--- config.mk ---
export PLATFORM = sky130hd
export DESIGN_NAME = wdms_div
export DESIGN_NICKNAME = d
export VERILOG_FILES = /design/src/design/weighted_dictionary_match_scorer_assert.svh /design/src/design/wdms_pkg.sv /design/src/design/wdms_div.sv
export SDC_FILE = /design/constraint.sdc
export NUM_CORES = 1
export LEC_CHECK = 0
export BUFFER_PORTS_ARGS = -buffer_cell sky130_fd_sc_hd__buf_2
export CORE_ASPECT_RATIO = 0.5
export CORE_MARGIN = 2
export CORE_UTILIZATION = 40
export DETAILED_ROUTE_END_ITERATION = 6
export PLACE_DENSITY = 0.69
export SYNTH_ARGS = -nofsm -noshare
export SYNTH_HDL_FRONTEND = slang
export SYNTH_SLANG_ARGS = --single-unit
--- constraint.sdc ---
create_clock -name clk -period 3 [get_ports clk]
set_clock_uncertainty 0.1 [all_clocks]
set_input_delay 0.15 -clock clk [delete_from_list [all_inputs] [get_ports clk]]
set_output_delay 0.15 -clock clk [all_outputs]
set_load 0.02 [all_outputs]
--- src/design/weighted_dictionary_match_scorer_assert.svh ---
// assertion macros for the dictionary match scorer
`ifndef WEIGHTED_DICTIONARY_MATCH_SCORER_ASSERT_SVH
`define WEIGHTED_DICTIONARY_MATCH_SCORER_ASSERT_SVH
`ifndef SYNTHESIS
`define WDMS_ASSERT_IMP(lbl, clk, rst_n, a, b) \
  lbl: assert property (@(posedge clk) disable iff (!rst_n) (a) |-> (b)) \
    else $error("implication check failed");
`define WDMS_ASSERT_NXT(lbl, clk, rst_n, a, b) \
  lbl: assert property (@(posedge clk) disable iff (!rst_n) (a) |=> (b)) \
    else $error("next-cycle check failed");
`else
`define WDMS_ASSERT_IMP(lbl, clk, rst_n, a, b)
`define WDMS_ASSERT_NXT(lbl, clk, rst_n, a, b)
`endif
`endif

--- src/design/wdms_pkg.sv ---
// shared types, constants and helpers for the dictionary match scorer
package wdms_pkg;

  localparam int MAX_NODES = 16384;
  localparam int ALPHA     = 39;
  localparam int NODE_W    = $clog2(MAX_NODES);
  localparam int CNT_W     = $clog2(MAX_NODES + 1);
  localparam int CHILD_D   = MAX_NODES * ALPHA;
  localparam int CHILD_AW  = $clog2(CHILD_D);
  localparam int SYM_W     = 6;
  localparam int RANK_W    = 24;
  localparam int SUM_W     = 48;
  localparam int HIT_W     = 32;
  localparam int PROD_W    = SUM_W + 10;
  localparam int QUO_W     = PROD_W - 1;

  localparam logic [SYM_W-1:0] SYM_DIGIT0 = 6'd26;
  localparam logic [SYM_W-1:0] SYM_DASH   = 6'd36;
  localparam logic [SYM_W-1:0] SYM_SPACE  = 6'd37;
  localparam logic [SYM_W-1:0] SYM_OTHER  = 6'd38;
  localparam logic [SYM_W-1:0] SYM_LAST   = SYM_W'(ALPHA - 1);

  localparam logic OP_INSERT = 1'b0;
  localparam logic OP_QUERY  = 1'b1;
  localparam logic KIND_INSERT = 1'b0;
  localparam logic KIND_QUERY  = 1'b1;

  typedef logic [NODE_W-1:0]        node_t;
  typedef logic [SYM_W-1:0]         sym_t;
  typedef logic signed [RANK_W-1:0] rank_t;

  typedef enum logic [4:0] {
    S_INIT, S_IDLE,
    S_INS_RD, S_INS_CHK, S_INS_CLR, S_INS_LINK, S_INS_END,
    S_Q_START, S_Q_ADV0, S_ADV_RD, S_ADV_CHK, S_ADV_FL,
    S_Q_LRD, S_Q_LCHK, S_Q_CHAIN, S_Q_CADD, S_Q_END,
    S_Q_M1, S_Q_M2, S_Q_DS, S_Q_DW,
    S_RB_INIT, S_RB_CRD, S_RB_CCHK, S_RB_FRD, S_RB_FCHK, S_RB_NEXT,
    S_RB_QWAIT, S_RB_UFAIL
  } state_t;

  typedef struct packed {
    logic [CHILD_AW-1:0] child_addr;
    logic                child_we;
    node_t               child_wdata;
    node_t               node_addr;
    logic                link_we;
    node_t               fail_wdata;
    node_t               out_wdata;
    logic                leaf_we;
    logic                leaf_wdata;
    rank_t               rank_wdata;
    logic                q_we;
    node_t               q_waddr;
    node_t               q_wdata;
    node_t               q_raddr;
  } mem_req_t;

  typedef struct packed {
    node_t child_rdata;
    logic  leaf;
    rank_t rank;
    node_t fail;
    node_t out;
    node_t q_rdata;
  } mem_rsp_t;

  function automatic sym_t symbol_of(logic [7:0] ch);
    sym_t s;
    if (ch >= 8'h61 && ch <= 8'h7a) s = SYM_W'(ch - 8'h61);
    else if (ch >= 8'h41 && ch <= 8'h5a) s = SYM_W'(ch - 8'h41);
    else if (ch >= 8'h30 && ch <= 8'h39) s = SYM_DIGIT0 + SYM_W'(ch - 8'h30);
    else if (ch == 8'h2d) s = SYM_DASH;
    else if (ch == 8'h20) s = SYM_SPACE;
    else s = SYM_OTHER;
    return s;
  endfunction

  // row-major child slot: node * alphabet + symbol
  function automatic logic [CHILD_AW-1:0] child_index(node_t n, sym_t s);
    return CHILD_AW'(n) * CHILD_AW'(ALPHA) + CHILD_AW'(s);
  endfunction

endpackage

--- src/design/wdms_div.sv ---
// restoring divider, one quotient bit per cycle
module wdms_div (
  input  logic                         clk,
  input  logic                         rst_n,
  input  logic                         start,
  input  logic [wdms_pkg::QUO_W-1:0]   dividend,
  input  logic [wdms_pkg::HIT_W-1:0]   divisor,
  output logic                         done,
  output logic [wdms_pkg::QUO_W-1:0]   quotient
);
  import wdms_pkg::*;

  localparam int CW = $clog2(QUO_W);

  logic             busy_r, busy_nxt;
  logic             done_r, done_nxt;
  logic [CW-1:0]    cnt_r, cnt_nxt;
  logic [HIT_W-1:0] rem_r, rem_nxt;
  logic [HIT_W-1:0] div_r, div_nxt;
  logic [QUO_W-1:0] quo_r, quo_nxt;
  logic [HIT_W:0]   shifted;
  logic [HIT_W+1:0] diff;
  logic             ge;

  always_comb begin
    shifted  = {rem_r, quo_r[QUO_W-1]};
    diff     = {1'b0, shifted} - {2'b00, div_r};
    ge       = !diff[HIT_W+1];
    busy_nxt = busy_r;
    done_nxt = 1'b0;
    cnt_nxt  = cnt_r;
    rem_nxt  = rem_r;
    div_nxt  = div_r;
    quo_nxt  = quo_r;
    if (start) begin
      busy_nxt = 1'b1;
      cnt_nxt  = '0;
      rem_nxt  = '0;
      div_nxt  = divisor;
      quo_nxt  = dividend;
    end else if (busy_r) begin
      rem_nxt = ge ? diff[HIT_W-1:0] : shifted[HIT_W-1:0];
      quo_nxt = {quo_r[QUO_W-2:0], ge};
      cnt_nxt = cnt_r + 1'b1;
      if (cnt_r == CW'(QUO_W - 1)) begin
        busy_nxt = 1'b0;
        done_nxt = 1'b1;
      end
    end
  end

  always_ff @(posedge clk) begin
    if (!rst_n) begin
      busy_r <= 1'b0;
      done_r <= 1'b0;
    end else begin
      busy_r <= busy_nxt;
      done_r <= done_nxt;
    end
    cnt_r <= cnt_nxt;
    rem_r <= rem_nxt;
    div_r <= div_nxt;
    quo_r <= quo_nxt;
  end

  assign done     = done_r;
  assign quotient = quo_r;

endmodule

==> results.md, run 1 <==
- Layout cell share with drive strength beyond 1: 37.1%
- Vias in the first global route: 5,813
- Critical path start-end classification: flop to flop
- Clock network fraction of design power: 38.7%
- Net count after synthesis: 739
- Row Count: 34
- Gate count of the mapped netlist: 612
- Number of sinks on the clock net: 129
- HPWL reported at the end of detailed placement: 11.6 mm
- Fin. Hold Viols: 0
- Worst hold path cell count: 2
- Number of vias per cell after detailed routing: 5.05
- Total CTS buffers: 17
- Fmax: 320 MHz
- Gate power share: 24.0%
- Number of antenna violations at the first check in global routing: 0
- Filler cell count in the final layout: 1,374
- Overall power consumption: 0.00588 W
- Int Power: 0.00421 W
- Overflow left after global routing: 0
- Post-Place Cell Area: 0.00821 mm2
- Commonest cells after routing, fill and taps aside: sky130_fd_sc_hd__buf_2 (148), sky130_fd_sc_hd__dlygate4sd3_1 (91), sky130_fd_sc_hd__edfxtp_1 (89), sky130_fd_sc_hd__mux2_2 (57), sky130_fd_sc_hd__nor2_1 (45)
- Number of synthesis warnings: 0
- Min Clock Period, post-route: 3.12 ns
- Worst slew slack as a fraction of its limit: 58.4%
- Worst-path clk slew: 0.06 ns
- Later-pin clock latency in the skew report: 0.42 ns
- Clock tree buffer depth: 2
- Die Y-Extent: 97.9 um
- Post-synthesis instance area: 0.00705 mm2
- Most common flop cell mapped by yosys: sky130_fd_sc_hd__edfxtp_1
- Number of top-level pins: 150
- Worst vdd ir: 0.000416 V
- Input/output buffers: 149
- Asr flop ratio synth: 0%
- Register bit total from synthesis: 129
- PD cells: 582 mW/mm2
- DRC: 0
- Die footprint: 0.0188 mm2
- Violated checks: negative setup slack
- Horiz. Die Dim: 192 um
- Number of maximum-capacitance violations: 0
- Clock tree from TritonCTS: yes
- Number of slew-limit violations in the final report: 0
- Result of the run: complete, but fails checks
- Worst setup SP type: flop
- Hold crit path type: primary input to flop
- Static leakage: 4.25 nW
- Synth unique cells: 70
- Gpl congestion: 0.882
- Share of the clock period used by the worst path after layout: 104%
- Final non-filler cell area: 0.0101 mm2
- Final net count: 1,016
- Least setup slack across all paths after layout: -0.120 ns
- Largest net degree at the start of global routing: 59
- Post-detailed-route wirelength per cell: 15.8 um
- Number of enable-type register cells in the synthesized netlist: 89
- Sequential area share after synthesis: 49.3%
- Clock root cell: sky130_fd_sc_hd__clkbuf_16
- Starting DRT DRC Count: 383
- CORE AREA: 0.0173 mm2
- Element type at the critical path end: flop
- Routed Wire Length: 18.0 mm
- Global-route wire length before repair: 28.1 mm
- Via count: 5,733
- Reported net switching power: 0.00167 W
- Final setup violation count: 1
- Worst-path maximum fanout: 3
- Global router's overall resource usage: 18.9%
- Required time at the worst-slack endpoint: 3.18 ns
- RSZ-0062 raised after global routing: yes
- Average size of a mapped cell: 11.5 um2
- Number of cells traversed by the worst register-to-register path: 13
- First-pass iteration count of the detailed router: 4
- Worst EP arrival: 3.30 ns
- Number of antenna-violating nets in the routed design: 0
- Switching part of the total: 28.4%
- Final antenna diode count: 0
- Most common cell after layout, fill and taps aside: sky130_fd_sc_hd__buf_2
- Sequential fraction of design power: 37.3%
- Growth of design area from synthesis to finish: 43.3%
- H-Tree Depth: 4
- Starting utilization of the core area: 40.7%
- Tightest Pin Transition: 0.625 ns
==> final timing paths <==
kind                     start        end  slack (ns)
setup / recovery  quotient[56]  rem_r[28]       -0.12
hold / removal      divisor[4]   div_r[4]        0.33
setup reg to reg  quotient[56]  rem_r[28]       -0.12
hold reg to reg      rem_r[31]  rem_r[31]        0.37
==> through the flow <==
| stage | setup slack (ns) | cells | util, % | TNS, ns | hold slack (ns) |
|---|---|---|---|---|---|
| floorplan | 0.00191 | 612 | - | 0 | 0.149 |
| CTS | -0.0413 | 1127 | 56.5 | -0.0413 | 0.313 |
| global route | -0.323 | 1136 | 58.4 | -1.45 | 0.321 |
| detailed placement | -0.102 | 1004 | 47.4 | -0.193 | 0.228 |
| finish | -0.120 | 1136 | 58.4 | -0.120 | 0.327 |
| global placement | -0.0227 | 1004 | 47.4 | -0.0227 | 0.226 |
==> routing by layer <==
metal / wire [um] / global-route usage [%]
met5: 0 / 0
met4: 281 / 6.69
met3: 1040 / 5.39
met2: 8580 / 31.3
met1: 8100 / 23.8
==> synthesized netlist by cell type, drive strengths merged (3+ instances only) <==
| library cell | number | area, um2 |
|---|---|---|
| or3 | 3 | 18.8 |
| a21o | 16 | 120 |
| a31oi | 4 | 31.3 |
| o21ai | 22 | 110 |
| a31o | 3 | 35.0 |
| nand4 | 7 | 43.8 |
| a211oi | 24 | 185 |
| mux2 | 58 | 653 |
| buf | 12 | 136 |
| mux2i | 27 | 270 |
| inv | 43 | 161 |
| dfxtp | 40 | 801 |
| nor3 | 6 | 35.0 |
| and3 | 3 | 18.8 |
| xnor2 | 18 | 158 |
| nand2b | 3 | 18.8 |
| o21a | 3 | 22.5 |
| edfxtp | 89 | 2670 |
| a221oi | 4 | 41.3 |
| nand3 | 11 | 60.1 |
| nor2 | 46 | 173 |
| xor2 | 14 | 123 |
| nand2 | 33 | 124 |
| ha | 34 | 425 |
| a21boi | 3 | 22.5 |
| a21oi | 35 | 183 |
| o211ai | 6 | 50.1 |
| clkbuf | 13 | 48.8 |
==> state kept, by name, indices dropped and copies added (netlist names) <==
signal    count
rem_r        32
div_r        32
cnt_r         6
busy_r        1
done          1
quotient     57
==> worst max-delay path, cell delays in order (launching register included) <==
cell                       delay [ns]
sky130_fd_sc_hd__edfxtp_1        0.40
sky130_fd_sc_hd__inv_1           0.08
sky130_fd_sc_hd__ha_2            0.18
sky130_fd_sc_hd__inv_2           0.04
sky130_fd_sc_hd__fa_2            0.33
sky130_fd_sc_hd__a21o_1          0.24
sky130_fd_sc_hd__a221oi_4        0.32
sky130_fd_sc_hd__o21a_1          0.22
sky130_fd_sc_hd__o311a_4         0.22
sky130_fd_sc_hd__o41ai_4         0.09
sky130_fd_sc_hd__a221o_1         0.36
sky130_fd_sc_hd__a21oi_2         0.16
sky130_fd_sc_hd__xor2_1          0.16
sky130_fd_sc_hd__a31oi_1         0.10
==> cell type report <==
| type | instances | area [um2] | area share (%) |
|---|---|---|---|
| well taps | 234 | 293 | 2.90 |
| clock inverters | 13 | 200 | 1.98 |
| inverters | 43 | 161 | 1.60 |
| clock buffers | 19 | 443 | 4.38 |
| repair buffers | 285 | 2080 | 20.6 |
| flip-flops and latches | 129 | 3470 | 34.4 |
| multi-input cells | 413 | 3450 | 34.1 |
==> timing repair <==
action / CTS / global route
resized for setup: 3 / 43
hold buffers: 91 / 0
setup endpoints to repair: 5 / 33
hold endpoints to repair: 94 / 0
buffers inserted: 0 / 8
pin swaps: 4 / 35
gates cloned: 0 / 2
==> power groups by stage <==
stage | logic [W] | clock network (W) | registers, W
after floorplan | 0.000734 | 0 | 0.00230
after CTS | 0.00129 | 0.00232 | 0.00219
after global routing | 0.00152 | 0.00240 | 0.00221
final | 0.00141 | 0.00228 | 0.00219
after global placement | 0.00116 | 0 | 0.00221
after detailed placement | 0.00119 | 0 | 0.00222
==> logic make-up (layout without fill, tap and decap cells) <==
| group | Yosys count | count (layout) | share of synthesized area (%) |
|---|---|---|---|
| multiplexers | 85 | 85 | 13.1 |
| adder cells (fa/ha/maj) | 35 | 35 | 6.32 |
| AO/OA/AOI/OAI | 139 | 139 | 14.1 |
| buffers and inverters | 70 | 360 | 5.18 |
| XOR/XNOR | 32 | 32 | 3.98 |
| flip-flops | 129 | 129 | 49.3 |
| AND/OR/NAND/NOR | 122 | 122 | 8.02 |
No activity file was read; power rests on OpenSTA's default activity.
==> run 2, diff against run 1 <==
--- a/config.mk
+++ b/config.mk
@@ -5,12 +5,14 @@
 export SDC_FILE = /design/constraint.sdc
 export NUM_CORES = 1
 export LEC_CHECK = 0
+export ABC_AREA = 1
 export BUFFER_PORTS_ARGS = -buffer_cell sky130_fd_sc_hd__buf_2
+export CAP_MARGIN = 40
 export CORE_ASPECT_RATIO = 0.5
 export CORE_MARGIN = 2
 export CORE_UTILIZATION = 40
 export DETAILED_ROUTE_END_ITERATION = 6
-export PLACE_DENSITY = 0.69
+export PLACE_DENSITY = 0.68
 export SYNTH_ARGS = -nofsm -noshare
 export SYNTH_HDL_FRONTEND = slang
 export SYNTH_SLANG_ARGS = --single-unit
==> results.md, run 2 <==
- Result of the run: finished clean
- Number of maximum-capacitance violations: 0
- Commonest cells after routing, fill and taps aside: sky130_fd_sc_hd__nand2_1 (481), sky130_fd_sc_hd__inv_1 (178), sky130_fd_sc_hd__buf_2 (148), sky130_fd_sc_hd__edfxtp_1 (89), sky130_fd_sc_hd__dlygate4sd3_1 (88)
- Critical Path, Cell by Cell: inv_1 -> ha_1 -> nand2_1 -> inv_1 -> nand2_1 -> nand2_1 -> nand2_1 -> nand3_1 -> inv_1 -> nand2_2 -> nand2_4 -> buf_4 -> nand3b_1 -> nand3_1 -> nand2_1
- Starting DRT DRC Count: 582
- Share of the clock period used by the worst path after layout: 90.3%
- Input/output buffers: 149
- Average size of a mapped cell: 7.23 um2
- Sum Neg Setup Slack: 0 ns
- Fmax: 369 MHz
- Clock tree from TritonCTS: yes
- Gpl congestion: 1.03
- Post-detailed-route wirelength per cell: 14.3 um
- Switching part of the total: 26.0%
- Final setup violation count: 0
- Final net count: 1,457
- Sequential area share after synthesis: 44.0%
- Gate count of the mapped netlist: 1,093
- Number of top-level pins: 150
- Largest net degree at the start of global routing: 71
- Number of antenna-violating nets in the routed design: 0
- Worst vdd ir: 0.000365 V
- First-pass iteration count of the detailed router: 5
- HPWL reported at the end of detailed placement: 16.0 mm
- Later-pin clock latency in the skew report: 0.43 ns
- Number of vias per cell after detailed routing: 4.79
- Tightest Pin Transition: 0.690 ns
- Critical path start-end classification: flop to flop
- Worst EP arrival: 2.93 ns
- Most numerous cell in the Yosys netlist: sky130_fd_sc_hd__nand2_1
- Clock network fraction of design power: 44.0%
- PD cells: 486 mW/mm2
- Final antenna diode count: 0
- Asr flop ratio synth: 0%
- Cell types with the highest counts after synthesis: sky130_fd_sc_hd__nand2_1 (481), sky130_fd_sc_hd__inv_1 (179), sky130_fd_sc_hd__edfxtp_1 (89), sky130_fd_sc_hd__nand3_1 (81), sky130_fd_sc_hd__nor2_1 (47)
- Worst slew slack as a fraction of its limit: 54.0%
- Via count: 7,713
- Static leakage: 5.52 nW
- Die Y-Extent: 103 um
- Reported net switching power: 0.00132 W
- Max incr delay on CP: 0.34 ns
- Vias in the first global route: 7,581
- Clock root cell: sky130_fd_sc_hd__clkbuf_16
- Library cell with the largest summed area after synthesis: sky130_fd_sc_hd__edfxtp_1
- Most common cell after layout, fill and taps aside: sky130_fd_sc_hd__nand2_1
- # hold bufs at CTS: 88
- Number of synthesis warnings: 0
- Final non-filler cell area: 0.0104 mm2
- Required time at the worst-slack endpoint: 3.22 ns
- Die footprint: 0.0210 mm2
- Worst-path clk slew: 0.06 ns
- Post-Place Cell Area: 0.00892 mm2
- DRC: 0
- Number of sinks on the clock net: 129
- Int Power: 0.00375 W
- Row Count: 36
- Global router's overall resource usage: 22.9%
- Least setup slack across all paths after layout: 0.292 ns
- Worst path bufs/invs: 4
- H-Tree Depth: 4
- Growth of design area from synthesis to finish: 32.0%
- Net count after synthesis: 1,220
- Area of combinational cells with multiple inputs: 0.00358 mm2
- CORE AREA: 0.0194 mm2
- Most common flop cell mapped by yosys: sky130_fd_sc_hd__edfxtp_1
- Number of flip-flops under the largest register name: 57
- Total CTS buffers: 17
- Min Clock Period, post-route: 2.71 ns
- Horiz. Die Dim: 203 um
- Register bit total from synthesis: 129
- Number of post-CTS setup repair buffers: 0
- Hold crit path type: primary input to flop
- Clock tree buffer depth: 2
- Synth unique cells: 38
- Starting utilization of the core area: 40.7%
- Slowest cell on crit path: sky130_fd_sc_hd__edfxtp_1
- RSZ-0062 raised after global routing: no
- Post-CTS Resized: 0
- Number of slew-limit violations in the final report: 0
- Global-route wire length before repair: 37.6 mm
- Cell seen most often among critical-path stages: sky130_fd_sc_hd__nand2_1
- Element type at the critical path end: flop
- Post-synthesis instance area: 0.00790 mm2
- Crit-path leading delay family: simple AND/OR/NAND/NOR gates
- Worst-path maximum fanout: 20
- Layout cell share with drive strength beyond 1: 16.2%
- Worst setup SP type: flop
- Largest cells by area after synthesis: sky130_fd_sc_hd__edfxtp_1 (34%), sky130_fd_sc_hd__nand2_1 (23%), sky130_fd_sc_hd__dfxtp_1 (10%)
- Gate power share: 14.3%
- Worst slack after detailed placement: 0.380 ns
- Routed Wire Length: 23.0 mm
- Footprint of the flip-flops and latches: 0.00347 mm2
- Sequential fraction of design power: 41.6%
- Overflow left after global routing: 0
- Fin. Hold Viols: 0
- Number of antenna violations at the first check in global routing: 0
- Filler cell count in the final layout: 1,802
- Area share of the leading cell type in the synthesized netlist: 33.8%
- Number of enable-type register cells in the synthesized netlist: 89
==> run 2: cell types whose count changed after synthesis, sizes merged, moves of 13 or more <==
cell / change
nand2: +455
inv: +140
nand3: +75
mux2: -58
mux2i: -27
a211oi: -23
a21o: -16
a21oi: -14
nand3b: +13
==> run 2: power groups by stage <==
stage | Clock (W) | Combinational, W | Sequential [W]
2_1_floorplan | 0 | 0.000281 | 0.00224
3_3_place_gp | 0 | 0.000616 | 0.00214
3_5_place_dp | 0 | 0.000626 | 0.00214
4_1_cts | 0.00227 | 0.000716 | 0.00211
5_1_grt | 0.00234 | 0.000802 | 0.00213
6_report | 0.00223 | 0.000726 | 0.00211
==> run 2: metal layers <==
layer  track usage, %  vias to the layer above  routed length [um]
met5                0                        -                   0
met4             7.47                        0                 362
met3             6.23                       32                1920
met2             36.8                      302               10000
met1             30.5                     3514               10700
li1                 -                     3865                   -
==> run 2: final cells by class <==
| cell class | count | share of cell area, % |
|---|---|---|
| clock buffers | 20 | 4.28 |
| clock inverters | 12 | 1.72 |
| inverters | 184 | 6.62 |
| multi-input cells | 752 | 34.4 |
| flip-flops and latches | 129 | 33.3 |
| well taps | 266 | 3.19 |
| repair buffers | 246 | 16.5 |
==> run 2: worst paths after layout <==
| check | depth (start not counted) | from | slack (ns) | end |
|---|---|---|---|---|
| worst max-delay path | 15 | div_r[12] | 0.29 | rem_r[21] |
| worst min-delay path | 3 | dividend[0] | 0.01 | quotient[0] |
| worst max register to register | 15 | div_r[12] | 0.29 | rem_r[21] |
| worst min register to register | 2 | rem_r[14] | 0.37 | rem_r[14] |
==> run 2: kinds of logic (layout without fill, tap and decap cells) <==
family / after synthesis / in the layout / share of synthesized area [%]
buffers and inverters: 212 / 462 / 10.7
DFF: 129 / 129 / 44.0
AOI/OAI and AO/OA: 41 / 41 / 2.90
xor gates and xnor gates: 15 / 15 / 1.66
adders and majority gates: 35 / 35 / 5.64
and+or+nand+nor: 661 / 661 / 35.1
==> run 2: metrics by stage <==
stage / utilization, % / instances / hold slack [ns] / total power (W)
finish: 53.7 / 1609 / 0.0139 / 0.00507
global route: 53.7 / 1609 / 0.0347 / 0.00527
CTS: 53.7 / 1609 / 0.0161 / 0.00510
detailed placement: 46.0 / 1489 / 0.228 / 0.00277
global placement: 45.8 / 1488 / 0.226 / 0.00276
floorplan: - / 1093 / 0.149 / 0.00252
==> run 2: worst reg2reg max path: stages, from the launching register on <==
cell and delay, ns:
sky130_fd_sc_hd__edfxtp_1 0.34, sky130_fd_sc_hd__inv_1 0.05, sky130_fd_sc_hd__ha_1 0.34, sky130_fd_sc_hd__nand2_1 0.19, sky130_fd_sc_hd__inv_1 0.06, sky130_fd_sc_hd__nand2_1 0.06
sky130_fd_sc_hd__nand2_1 0.12, sky130_fd_sc_hd__nand2_1 0.11, sky130_fd_sc_hd__nand3_1 0.10, sky130_fd_sc_hd__inv_1 0.11, sky130_fd_sc_hd__nand2_2 0.08, sky130_fd_sc_hd__nand2_4 0.22
sky130_fd_sc_hd__buf_4 0.31, sky130_fd_sc_hd__nand3b_1 0.21, sky130_fd_sc_hd__nand3_1 0.15, sky130_fd_sc_hd__nand2_1 0.05
