--- src/design/weighted_dictionary_match_scorer_assert.svh ---
// assertion macros for the dictionary match scorer
`ifndef WEIGHTED_DICTIONARY_MATCH_SCORER_ASSERT_SVH
`define WEIGHTED_DICTIONARY_MATCH_SCORER_ASSERT_SVH
`ifndef SYNTHESIS
`define WDMS_ASSERT_IMP(lbl, clk, rst_n, a, b) \
  lbl: assert property (@(posedge clk) disable iff (!rst_n) (a) |-> (b)) \
    else $error("implication check failed");
`define WDMS_ASSERT_NXT(lbl, clk, rst_n, a, b) \
  lbl: assert property (@(posedge clk) disable iff (!rst_n) (a) |=> (b)) \
    else $error("next-cycle check failed");
`else
`define WDMS_ASSERT_IMP(lbl, clk, rst_n, a, b)
`define WDMS_ASSERT_NXT(lbl, clk, rst_n, a, b)
`endif
`endif

--- src/design/wdms_pkg.sv ---
// shared types, constants and helpers for the dictionary match scorer
package wdms_pkg;

  localparam int MAX_NODES = 16384;
  localparam int ALPHA     = 39;
  localparam int NODE_W    = $clog2(MAX_NODES);
  localparam int CNT_W     = $clog2(MAX_NODES + 1);
  localparam int CHILD_D   = MAX_NODES * ALPHA;
  localparam int CHILD_AW  = $clog2(CHILD_D);
  localparam int SYM_W     = 6;
  localparam int RANK_W    = 24;
  localparam int SUM_W     = 48;
  localparam int HIT_W     = 32;
  localparam int PROD_W    = SUM_W + 10;
  localparam int QUO_W     = PROD_W - 1;

  localparam logic [SYM_W-1:0] SYM_DIGIT0 = 6'd26;
  localparam logic [SYM_W-1:0] SYM_DASH   = 6'd36;
  localparam logic [SYM_W-1:0] SYM_SPACE  = 6'd37;
  localparam logic [SYM_W-1:0] SYM_OTHER  = 6'd38;
  localparam logic [SYM_W-1:0] SYM_LAST   = SYM_W'(ALPHA - 1);

  localparam logic OP_INSERT = 1'b0;
  localparam logic OP_QUERY  = 1'b1;
  localparam logic KIND_INSERT = 1'b0;
  localparam logic KIND_QUERY  = 1'b1;

  typedef logic [NODE_W-1:0]        node_t;
  typedef logic [SYM_W-1:0]         sym_t;
  typedef logic signed [RANK_W-1:0] rank_t;

  typedef enum logic [4:0] {
    S_INIT, S_IDLE,
    S_INS_RD, S_INS_CHK, S_INS_CLR, S_INS_LINK, S_INS_END,
    S_Q_START, S_Q_ADV0, S_ADV_RD, S_ADV_CHK, S_ADV_FL,
    S_Q_LRD, S_Q_LCHK, S_Q_CHAIN, S_Q_CADD, S_Q_END,
    S_Q_M1, S_Q_M2, S_Q_DS, S_Q_DW,
    S_RB_INIT, S_RB_CRD, S_RB_CCHK, S_RB_FRD, S_RB_FCHK, S_RB_NEXT,
    S_RB_QWAIT, S_RB_UFAIL
  } state_t;

  typedef struct packed {
    logic [CHILD_AW-1:0] child_addr;
    logic                child_we;
    node_t               child_wdata;
    node_t               node_addr;
    logic                link_we;
    node_t               fail_wdata;
    node_t               out_wdata;
    logic                leaf_we;
    logic                leaf_wdata;
    rank_t               rank_wdata;
    logic                q_we;
    node_t               q_waddr;
    node_t               q_wdata;
    node_t               q_raddr;
  } mem_req_t;

  typedef struct packed {
    node_t child_rdata;
    logic  leaf;
    rank_t rank;
    node_t fail;
    node_t out;
    node_t q_rdata;
  } mem_rsp_t;

  function automatic sym_t symbol_of(logic [7:0] ch);
    sym_t s;
    if (ch >= 8'h61 && ch <= 8'h7a) s = SYM_W'(ch - 8'h61);
    else if (ch >= 8'h41 && ch <= 8'h5a) s = SYM_W'(ch - 8'h41);
    else if (ch >= 8'h30 && ch <= 8'h39) s = SYM_DIGIT0 + SYM_W'(ch - 8'h30);
    else if (ch == 8'h2d) s = SYM_DASH;
    else if (ch == 8'h20) s = SYM_SPACE;
    else s = SYM_OTHER;
    return s;
  endfunction

  // row-major child slot: node * alphabet + symbol
  function automatic logic [CHILD_AW-1:0] child_index(node_t n, sym_t s);
    return CHILD_AW'(n) * CHILD_AW'(ALPHA) + CHILD_AW'(s);
  endfunction

endpackage

--- src/design/wdms_ctrl.sv ---
// sequencer: trie insertion, link rebuild, automaton stepping and scoring
module wdms_ctrl (
  input  logic                             clk,
  input  logic                             rst_n,
  input  logic                             start,
  output logic                             busy,
  input  logic                             in_operation,
  input  logic [7:0]                       in_char_code,
  input  logic                             in_last,
  input  logic signed [wdms_pkg::RANK_W-1:0] in_rank,
  output wdms_pkg::mem_req_t               req,
  input  wdms_pkg::mem_rsp_t               rsp,
  output logic                             div_start,
  output logic [wdms_pkg::QUO_W-1:0]       div_dividend,
  output logic [wdms_pkg::HIT_W-1:0]       div_divisor,
  input  logic                             div_done,
  input  logic [wdms_pkg::QUO_W-1:0]       div_quotient,
  output logic                             out_valid,
  output logic                             out_kind,
  output logic                             out_status,
  output logic signed [wdms_pkg::SUM_W-1:0] out_score,
  output logic [wdms_pkg::HIT_W-1:0]       out_match_count,
  output logic [wdms_pkg::CNT_W-1:0]       out_node_count
);
  import wdms_pkg::*;
  `include "weighted_dictionary_match_scorer_assert.svh"

  localparam logic signed [SUM_W-1:0] SUM_MAX = {1'b0, {(SUM_W-1){1'b1}}};
  localparam logic signed [SUM_W-1:0] SUM_MIN = {1'b1, {(SUM_W-1){1'b0}}};
  localparam logic [QUO_W-1:0] MAG_POS = QUO_W'(SUM_MAX);
  localparam logic [QUO_W-1:0] MAG_NEG = MAG_POS + 1'b1;

  state_t state_r, state_nxt;
  logic   last_r, last_nxt;
  sym_t   sym_r, sym_nxt;
  rank_t  rank_r, rank_nxt;
  logic [CNT_W-1:0] nu_r, nu_nxt;
  node_t  cursor_r, cursor_nxt;
  logic   ovf_r, ovf_nxt;
  node_t  match_r, match_nxt;
  logic signed [SUM_W-1:0] sum_r, sum_nxt;
  logic [HIT_W-1:0] hits_r, hits_nxt;
  logic   links_ok_r, links_ok_nxt;
  sym_t   col_r, col_nxt;
  node_t  head_r, head_nxt;
  node_t  tail_r, tail_nxt;
  node_t  u_r, u_nxt;
  node_t  ufail_r, ufail_nxt;
  node_t  v_r, v_nxt;
  node_t  f_r, f_nxt;
  node_t  adv_node_r, adv_node_nxt;
  logic   adv_rb_r, adv_rb_nxt;
  node_t  leaf_r, leaf_nxt;
  logic signed [PROD_W-1:0] prod_r, prod_nxt;
  logic   neg_r, neg_nxt;
  logic   ov_r, ov_nxt;
  logic signed [SUM_W-1:0] os_r, os_nxt;
  logic [HIT_W-1:0] oc_r, oc_nxt;
  logic   osts_r, osts_nxt;
  logic   okind_r, okind_nxt;

  logic signed [PROD_W-1:0] sum_ext;
  sym_t  adv_sym;
  node_t new_node;

  function automatic logic signed [SUM_W-1:0] sat_add(logic signed [SUM_W-1:0] a,
                                                      rank_t r);
    logic signed [SUM_W:0] s;
    s = {a[SUM_W-1], a} + (SUM_W+1)'(r);
    if (s > (SUM_W+1)'(SUM_MAX)) return SUM_MAX;
    if (s < (SUM_W+1)'(SUM_MIN)) return SUM_MIN;
    return s[SUM_W-1:0];
  endfunction

  assign sum_ext  = PROD_W'(sum_r);
  assign adv_sym  = adv_rb_r ? col_r : sym_r;
  assign new_node = nu_r[NODE_W-1:0];
  assign busy     = (state_r != S_IDLE);

  always_comb begin
    state_nxt = state_r;
    last_nxt = last_r; sym_nxt = sym_r; rank_nxt = rank_r;
    nu_nxt = nu_r; cursor_nxt = cursor_r; ovf_nxt = ovf_r;
    match_nxt = match_r; sum_nxt = sum_r; hits_nxt = hits_r;
    links_ok_nxt = links_ok_r; col_nxt = col_r;
    head_nxt = head_r; tail_nxt = tail_r; u_nxt = u_r; ufail_nxt = ufail_r;
    v_nxt = v_r; f_nxt = f_r; adv_node_nxt = adv_node_r; adv_rb_nxt = adv_rb_r;
    leaf_nxt = leaf_r; prod_nxt = prod_r; neg_nxt = neg_r;
    ov_nxt = 1'b0; okind_nxt = okind_r;
    os_nxt = os_r; oc_nxt = oc_r; osts_nxt = osts_r;
    req = '0;
    div_start = 1'b0;
    div_dividend = prod_r[PROD_W-1] ? QUO_W'(-prod_r) : QUO_W'(prod_r);
    div_divisor = hits_r;

    unique case (state_r)
      S_INIT: begin
        // root row cleared after reset
        req.child_addr = child_index('0, col_r);
        req.child_we   = 1'b1;
        col_nxt = col_r + 1'b1;
        if (col_r == SYM_LAST) begin
          col_nxt = '0;
          state_nxt = S_IDLE;
        end
      end
      S_IDLE: begin
        if (start) begin
          last_nxt = in_last;
          sym_nxt  = symbol_of(in_char_code);
          rank_nxt = in_rank;
          state_nxt = (in_operation == OP_INSERT) ? S_INS_RD : S_Q_START;
        end
      end
      S_INS_RD: begin
        req.child_addr = child_index(cursor_r, sym_r);
        state_nxt = ovf_r ? S_INS_END : S_INS_CHK;
      end
      S_INS_CHK: begin
        if (rsp.child_rdata != '0) begin
          cursor_nxt = rsp.child_rdata;
          state_nxt = S_INS_END;
        end else if (nu_r < CNT_W'(MAX_NODES)) begin
          col_nxt = '0;
          state_nxt = S_INS_CLR;
        end else begin
          ovf_nxt = 1'b1;
          state_nxt = S_INS_END;
        end
      end
      S_INS_CLR: begin
        // fresh node: empty child row, not a leaf
        req.child_addr = child_index(new_node, col_r);
        req.child_we   = 1'b1;
        req.node_addr  = new_node;
        req.leaf_we    = (col_r == '0);
        req.rank_wdata = rank_r;
        col_nxt = col_r + 1'b1;
        if (col_r == SYM_LAST) state_nxt = S_INS_LINK;
      end
      S_INS_LINK: begin
        req.child_addr  = child_index(cursor_r, sym_r);
        req.child_we    = 1'b1;
        req.child_wdata = new_node;
        cursor_nxt = new_node;
        nu_nxt = nu_r + 1'b1;
        links_ok_nxt = 1'b0;
        state_nxt = S_INS_END;
      end
      S_INS_END: begin
        state_nxt = S_IDLE;
        if (last_r) begin
          if (!ovf_r && cursor_r != '0) begin
            req.node_addr  = cursor_r;
            req.leaf_we    = 1'b1;
            req.leaf_wdata = 1'b1;
            req.rank_wdata = rank_r;
            links_ok_nxt = 1'b0;
          end
          ov_nxt = 1'b1;
          okind_nxt = KIND_INSERT;
          osts_nxt = ovf_r;
          os_nxt = '0;
          oc_nxt = '0;
          cursor_nxt = '0;
          ovf_nxt = 1'b0;
        end
      end
      S_Q_START: begin
        state_nxt = links_ok_r ? S_Q_ADV0 : S_RB_INIT;
      end
      S_Q_ADV0: begin
        adv_node_nxt = (CNT_W'(match_r) >= nu_r) ? '0 : match_r;
        adv_rb_nxt = 1'b0;
        state_nxt = S_ADV_RD;
      end
      S_ADV_RD: begin
        req.child_addr = child_index(adv_node_r, adv_sym);
        state_nxt = S_ADV_CHK;
      end
      S_ADV_CHK: begin
        req.node_addr = adv_node_r;
        if (rsp.child_rdata != '0 || adv_node_r == '0) begin
          f_nxt = rsp.child_rdata;
          state_nxt = adv_rb_r ? S_RB_FRD : S_Q_LRD;
        end else begin
          state_nxt = S_ADV_FL;
        end
      end
      S_ADV_FL: begin
        adv_node_nxt = rsp.fail;
        state_nxt = S_ADV_RD;
      end
      S_Q_LRD: begin
        match_nxt = f_r;
        req.node_addr = f_r;
        state_nxt = S_Q_LCHK;
      end
      S_Q_LCHK: begin
        // direct hit adds its rank without counting
        if (f_r != '0 && rsp.leaf) sum_nxt = sat_add(sum_r, rsp.rank);
        leaf_nxt = rsp.out;
        state_nxt = S_Q_CHAIN;
      end
      S_Q_CHAIN: begin
        req.node_addr = leaf_r;
        state_nxt = (leaf_r == '0) ? S_Q_END : S_Q_CADD;
      end
      S_Q_CADD: begin
        sum_nxt = sat_add(sum_r, rsp.rank);
        if (hits_r != '1) hits_nxt = hits_r + 1'b1;
        leaf_nxt = rsp.out;
        state_nxt = S_Q_CHAIN;
      end
      S_Q_END: begin
        if (!last_r) begin
          state_nxt = S_IDLE;
        end else if (hits_r == '0) begin
          ov_nxt = 1'b1;
          okind_nxt = KIND_QUERY;
          osts_nxt = 1'b0;
          os_nxt = '0;
          oc_nxt = '0;
          match_nxt = '0;
          sum_nxt = '0;
          state_nxt = S_IDLE;
        end else begin
          state_nxt = S_Q_M1;
        end
      end
      S_Q_M1: begin
        // x1000 as x1024 - x16 - x8
        prod_nxt = (sum_ext <<< 10) - (sum_ext <<< 4);
        state_nxt = S_Q_M2;
      end
      S_Q_M2: begin
        prod_nxt = prod_r - (sum_ext <<< 3);
        state_nxt = S_Q_DS;
      end
      S_Q_DS: begin
        div_start = 1'b1;
        neg_nxt = prod_r[PROD_W-1];
        state_nxt = S_Q_DW;
      end
      S_Q_DW: begin
        if (div_done) begin
          if (neg_r) os_nxt = (div_quotient > MAG_NEG) ? SUM_MIN
                                : -SUM_W'(div_quotient);
          else os_nxt = (div_quotient > MAG_POS) ? SUM_MAX : SUM_W'(div_quotient);
          ov_nxt = 1'b1;
          okind_nxt = KIND_QUERY;
          osts_nxt = 1'b0;
          oc_nxt = hits_r;
          match_nxt = '0;
          sum_nxt = '0;
          hits_nxt = '0;
          state_nxt = S_IDLE;
        end
      end
      S_RB_INIT: begin
        req.node_addr = '0;
        req.link_we = 1'b1;
        u_nxt = '0; ufail_nxt = '0; col_nxt = '0;
        head_nxt = '0; tail_nxt = '0;
        state_nxt = S_RB_CRD;
      end
      S_RB_CRD: begin
        req.child_addr = child_index(u_r, col_r);
        state_nxt = S_RB_CCHK;
      end
      S_RB_CCHK: begin
        v_nxt = rsp.child_rdata;
        if (rsp.child_rdata == '0) begin
          state_nxt = S_RB_NEXT;
        end else if (u_r == '0) begin
          // depth-one nodes fail to the root
          req.node_addr = rsp.child_rdata;
          req.link_we = 1'b1;
          req.q_we = 1'b1;
          req.q_waddr = tail_r;
          req.q_wdata = rsp.child_rdata;
          tail_nxt = tail_r + 1'b1;
          state_nxt = S_RB_NEXT;
        end else begin
          adv_node_nxt = ufail_r;
          adv_rb_nxt = 1'b1;
          state_nxt = S_ADV_RD;
        end
      end
      S_RB_FRD: begin
        req.node_addr = f_r;
        state_nxt = S_RB_FCHK;
      end
      S_RB_FCHK: begin
        req.node_addr = v_r;
        req.link_we = 1'b1;
        req.fail_wdata = f_r;
        req.out_wdata = (f_r != '0 && rsp.leaf) ? f_r : rsp.out;
        req.q_we = 1'b1;
        req.q_waddr = tail_r;
        req.q_wdata = v_r;
        tail_nxt = tail_r + 1'b1;
        state_nxt = S_RB_NEXT;
      end
      S_RB_NEXT: begin
        req.q_raddr = head_r;
        if (col_r == SYM_LAST) begin
          if (head_r == tail_r) begin
            links_ok_nxt = 1'b1;
            state_nxt = S_Q_ADV0;
          end else begin
            state_nxt = S_RB_QWAIT;
          end
        end else begin
          col_nxt = col_r + 1'b1;
          state_nxt = S_RB_CRD;
        end
      end
      S_RB_QWAIT: begin
        u_nxt = rsp.q_rdata;
        req.node_addr = rsp.q_rdata;
        head_nxt = head_r + 1'b1;
        state_nxt = S_RB_UFAIL;
      end
      S_RB_UFAIL: begin
        ufail_nxt = rsp.fail;
        col_nxt = '0;
        state_nxt = S_RB_CRD;
      end
      default: state_nxt = S_IDLE;
    endcase
  end

  always_ff @(posedge clk) begin
    if (!rst_n) begin
      state_r <= S_INIT;
      nu_r <= CNT_W'(1);
      cursor_r <= '0;
      ovf_r <= 1'b0;
      match_r <= '0;
      sum_r <= '0;
      hits_r <= '0;
      links_ok_r <= 1'b0;
      col_r <= '0;
      ov_r <= 1'b0;
    end else begin
      state_r <= state_nxt;
      nu_r <= nu_nxt;
      cursor_r <= cursor_nxt;
      ovf_r <= ovf_nxt;
      match_r <= match_nxt;
      sum_r <= sum_nxt;
      hits_r <= hits_nxt;
      links_ok_r <= links_ok_nxt;
      col_r <= col_nxt;
      ov_r <= ov_nxt;
    end
    last_r <= last_nxt; sym_r <= sym_nxt; rank_r <= rank_nxt;
    head_r <= head_nxt; tail_r <= tail_nxt; u_r <= u_nxt; ufail_r <= ufail_nxt;
    v_r <= v_nxt; f_r <= f_nxt; adv_node_r <= adv_node_nxt; adv_rb_r <= adv_rb_nxt;
    leaf_r <= leaf_nxt; prod_r <= prod_nxt; neg_r <= neg_nxt;
    okind_r <= okind_nxt;
    os_r <= os_nxt; oc_r <= oc_nxt; osts_r <= osts_nxt;
  end

  assign out_valid       = ov_r;
  assign out_kind        = okind_r;
  assign out_status      = osts_r;
  assign out_score       = os_r;
  assign out_match_count = oc_r;
  assign out_node_count  = nu_r;

  `WDMS_ASSERT_IMP(a_nodes_range, clk, rst_n, 1'b1,
                   nu_r >= CNT_W'(1) && nu_r <= CNT_W'(MAX_NODES))
  `WDMS_ASSERT_IMP(a_cursor_known, clk, rst_n, 1'b1, CNT_W'(cursor_r) < nu_r)
  `WDMS_ASSERT_IMP(a_result_idle, clk, rst_n, ov_r, !busy)
  `WDMS_ASSERT_NXT(a_query_clears, clk, rst_n, ov_r && okind_r == KIND_QUERY,
                   sum_r == '0 || busy)

endmodule

--- config.mk ---
export PLATFORM = sky130hd
export DESIGN_NAME = wdms_ctrl
export DESIGN_NICKNAME = d
export VERILOG_FILES = /design/src/design/wdms_pkg.sv /design/src/design/wdms_ctrl.sv
export VERILOG_INCLUDE_DIRS = /design/src /design/src/design
export SDC_FILE = /design/constraint.sdc
export NUM_CORES = 2
export LEC_CHECK = 0
export BUFFER_PORTS_ARGS = -buffer_cell sky130_fd_sc_hd__buf_4
export CAP_MARGIN = 0
export CELL_PAD_IN_SITES_DETAIL_PLACEMENT = 1
export CELL_PAD_IN_SITES_GLOBAL_PLACEMENT = 2
export CORE_ASPECT_RATIO = 1.5
export CORE_MARGIN = 3
export CORE_UTILIZATION = 36
export DETAILED_ROUTE_END_ITERATION = 8
export GPL_TIMING_DRIVEN = 1
export PLACE_DENSITY_LB_ADDON = 0.15
export SYNTH_ARGS = -nofsm -noshare
export SYNTH_HDL_FRONTEND = slang
export SYNTH_SLANG_ARGS = --single-unit
--- constraint.sdc ---
create_clock -name clk -period 7.6 [get_ports clk]
set_input_delay 0.38 -clock clk [delete_from_list [all_inputs] [get_ports clk]]
set_output_delay 0.38 -clock clk [all_outputs]
set_load 0.05 [all_outputs]
==> metrics.txt <==
worst ir drop on vdd 165 µV; FF+latch count, synth about 420; critical-path cell list inv_1 > fa_1 > inv_1 > ha_1 > ha_1 > inv_1 > fa_1 > inv_1 > ha_1 > a21oi_1 > nor2b_1 > a31o_2 > o41a_1 > a2111oi_0 > o21bai_1 > a21o_1 > a21oi_1 > o221ai_1 > a311o_1 > buf_4; Port Buffer Count 508; cell taking the most area after synthesis edfxtp_1; # rows 146; Num CTS Buffers 49; GR Util All Layers between 20 and 30%; Min-Delay Path Depth 1; EDFF count, synth around 280; Max Clk Rate 154 MHz; vias about 36000; YS warnings 0; crit end category output port; Post-Synth Adder-Cell Area 19.0%; most used cell, CP inv_1; Synth cell types 83; die height 408 µm; Pleak ~20 nW; 1st-iter DRT viols between 1500 and 2000; most frequent cells in the layout 562 x buf_4, 442 x inv_1, 417 x ha_1, 364 x nand2_1, 334 x a21oi_1; Synth Area per Inst approximately 8.6 µm²; Slowest cell on crit path fa_1; clock buffer depth 3; number of global-route vias before repair 38171; crit-path max FO 5; Compound-Gate Fraction of Synth Area 20.7%; RR Startpoint state_r[4]$_SDFFE_PN0P_; Initial Util a little over a third; Detailed Place HPWL 129000 µm; Pre-antenna DRT Iters 5; CP Class flip-flop to output port; CTS resizes 0; Via density 5.63; power per cell area approximately 110 mW/mm²; Area growth syn-to-layout 19.6%; TritonCTS clock tree done; Post-Syn Area 0.0387 mm²; period utilisation layout 85.5%; first-pass GRT wire length between 200000 and 250000 µm; Post-route DRC 0; I/O pins a little over 500; WL final 161000 µm; R2R Setup Slk 2.90 ns; clk slew on worst S/H paths about 0.070 ns; gr ovfl total 0; endpoints failing hold 0; post-CTS setup buffers 0; DIE WIDTH about 270 µm; Hold Buf Count CTS 50; skew final 0.0349 ns; Critical Path AT 6.12 ns; startpoint types flip-flop; clk_lat worst skew 0.64 ns; Gate Count Post-Synth ~4500; # clock sinks between 400 and 500; max cap viols 0; nets@finish 5688; CTS H-tree lvls 2; largest net degree at the start of global routing 66; post-route ant nets 0; Main synth FF type edfxtp_1; synth top area cells edfxtp_1 22%, ha_1 13%, dfxtp_1 7.1%; CTS root buf clkbuf_16; multiplexer share of the synthesized area 0.375%; top-area cell type share of the netlist area 21.9%; commonest non-fill, non-tap cell in the layout buf_4; Rel. slew slack 18.3%; ratio of cells with drive above 1 in the final layout 13.9%; setup TNS 0 ns; async set-reset flop share out of synthesis 0%; worst-margin pin slew 1.22 ns; gpl congestion 0.898; largest family of logic cells by synthesized area compound AO/OA/AOI/OAI gates; hold path start rsp[71]; WL/cell approximately 25 µm; worst endpoint required time 7.22 ns; initial antenna violation count 10; # setup viols final 0; sequential cell area 0.0112 mm²; area of the multi-input gates roughly 0.025 mm²; RR Endpoint div_divisor[31]$_SDFFE_PN0P_; xor/xnor share of the synthesized area 7.33%; Pins Over Slew Limit 0; status completed; RSZ-0062 raised after global routing false; die area 0.112 mm²; worst hold margin 0.0362 ns; min cycle time layout ~6.5 ns; Worst Hold Endpoint f_r[4]$_DFFE_PP_; Filler cells 12583; simple-gate share of the synthesized area 17.6%; sequential fraction of the synthesis area 28.9%; Core Footprint ~0.11 mm²; critical path's largest stage delay 0.53 ns; Hold Crit Class primary input to flip-flop; R2R depth 12
==> Yosys cell counts (121+ instances only) <==
cell type	instances
inv_1	442
ha_1	417
nand2_1	364
a21oi_1	337
nor2_1	309
edfxtp_1	282
o21ai_0	244
xnor2_1	209
clkbuf_1	170
nand3_1	148
dfxtp_1	137
and2_1	121
==> worst max path at each step <==
stage,from,end,slack [ns],cells after the start
2_1_floorplan,out_node_count[3]$_SDFFE_PN0N_,req[142],1.48,15
3_3_place_gp,out_node_count[3]$_SDFFE_PN0N_,req[145],1.78,19
3_5_place_dp,out_node_count[3]$_SDFFE_PN0N_,req[145],1.83,20
4_1_cts,adv_node_r[3]$_DFFE_PP_,req[146],1.14,20
5_1_grt,out_node_count[5]$_SDFFE_PN0N_,req[145],0.77,20
6_report,adv_node_r[5]$_DFFE_PP_,req[146],1.10,20
==> cells by family after synthesis <==
kind of cell	Yosys count
other	1
AO/OA/AOI/OAI	1217
buffers and inverters	624
AND/OR/NAND/NOR	1383
flip-flops	419
multiplexers	14
XOR/XNOR	324
adder cells (fa/ha/maj)	523
==> layout make-up <==
type	instances	area share, %
well taps	1406	3.80
flip-flops and latches	419	24.2
clock buffers	68	3.03
inverters	442	3.58
clock inverters	24	0.535
diodes	5	0.0270
repair buffers	613	10.2
multi-input cells	3464	54.6
==> through the flow <==
stage | utilization (%) | cells | cell area (µm²) | worst slack [ns] | power (mW)
floorplan | - | 4507 | 38700 | 1.48 | 2.58
global placement | 41.6 | 6294 | 44100 | 1.78 | 2.73
detailed placement | 41.6 | 6294 | 44100 | 1.83 | 2.74
CTS | 43.6 | 6436 | 46300 | 1.14 | 5.28
global route | 43.6 | 6438 | 46300 | 0.774 | 5.38
finish | 43.6 | 6441 | 46300 | 1.10 | 5.22
==> sequential cells by signal, summed over array words and instances, names as in the netlist, 15 cells and up <==
signal and flops:
div_divisor 32, out_match_count 32, out_node_count 15, out_score 48
prod_r 55, rank_r 24, sum_r 48
==> critical path, delay by kind of cell (launching register included) <==
kind            cells  cell delay [ns]
fa+ha+maj           5             1.96
compound gates      9             2.51
simple gates        1             0.06
buf+inv             5             0.51
flops               1             0.46
==> where the power goes <==
part | switching, mW | total (mW) | internal (mW)
sequential | 0.00571 | 2.42 | 2.41
combinational | 0.166 | 0.296 | 0.130
clock | 1.11 | 2.51 | 1.40
==> routing by layer <==
layer,up-vias,part of all wire (%),global-route usage (%)
met5,-,0,0
met4,0,4.3,10.8
met3,241,3.9,3.14
met2,802,52,52.4
met1,18106,39,32.4
li1,17134,-,-
No activity file was read; power rests on OpenSTA's default activity.
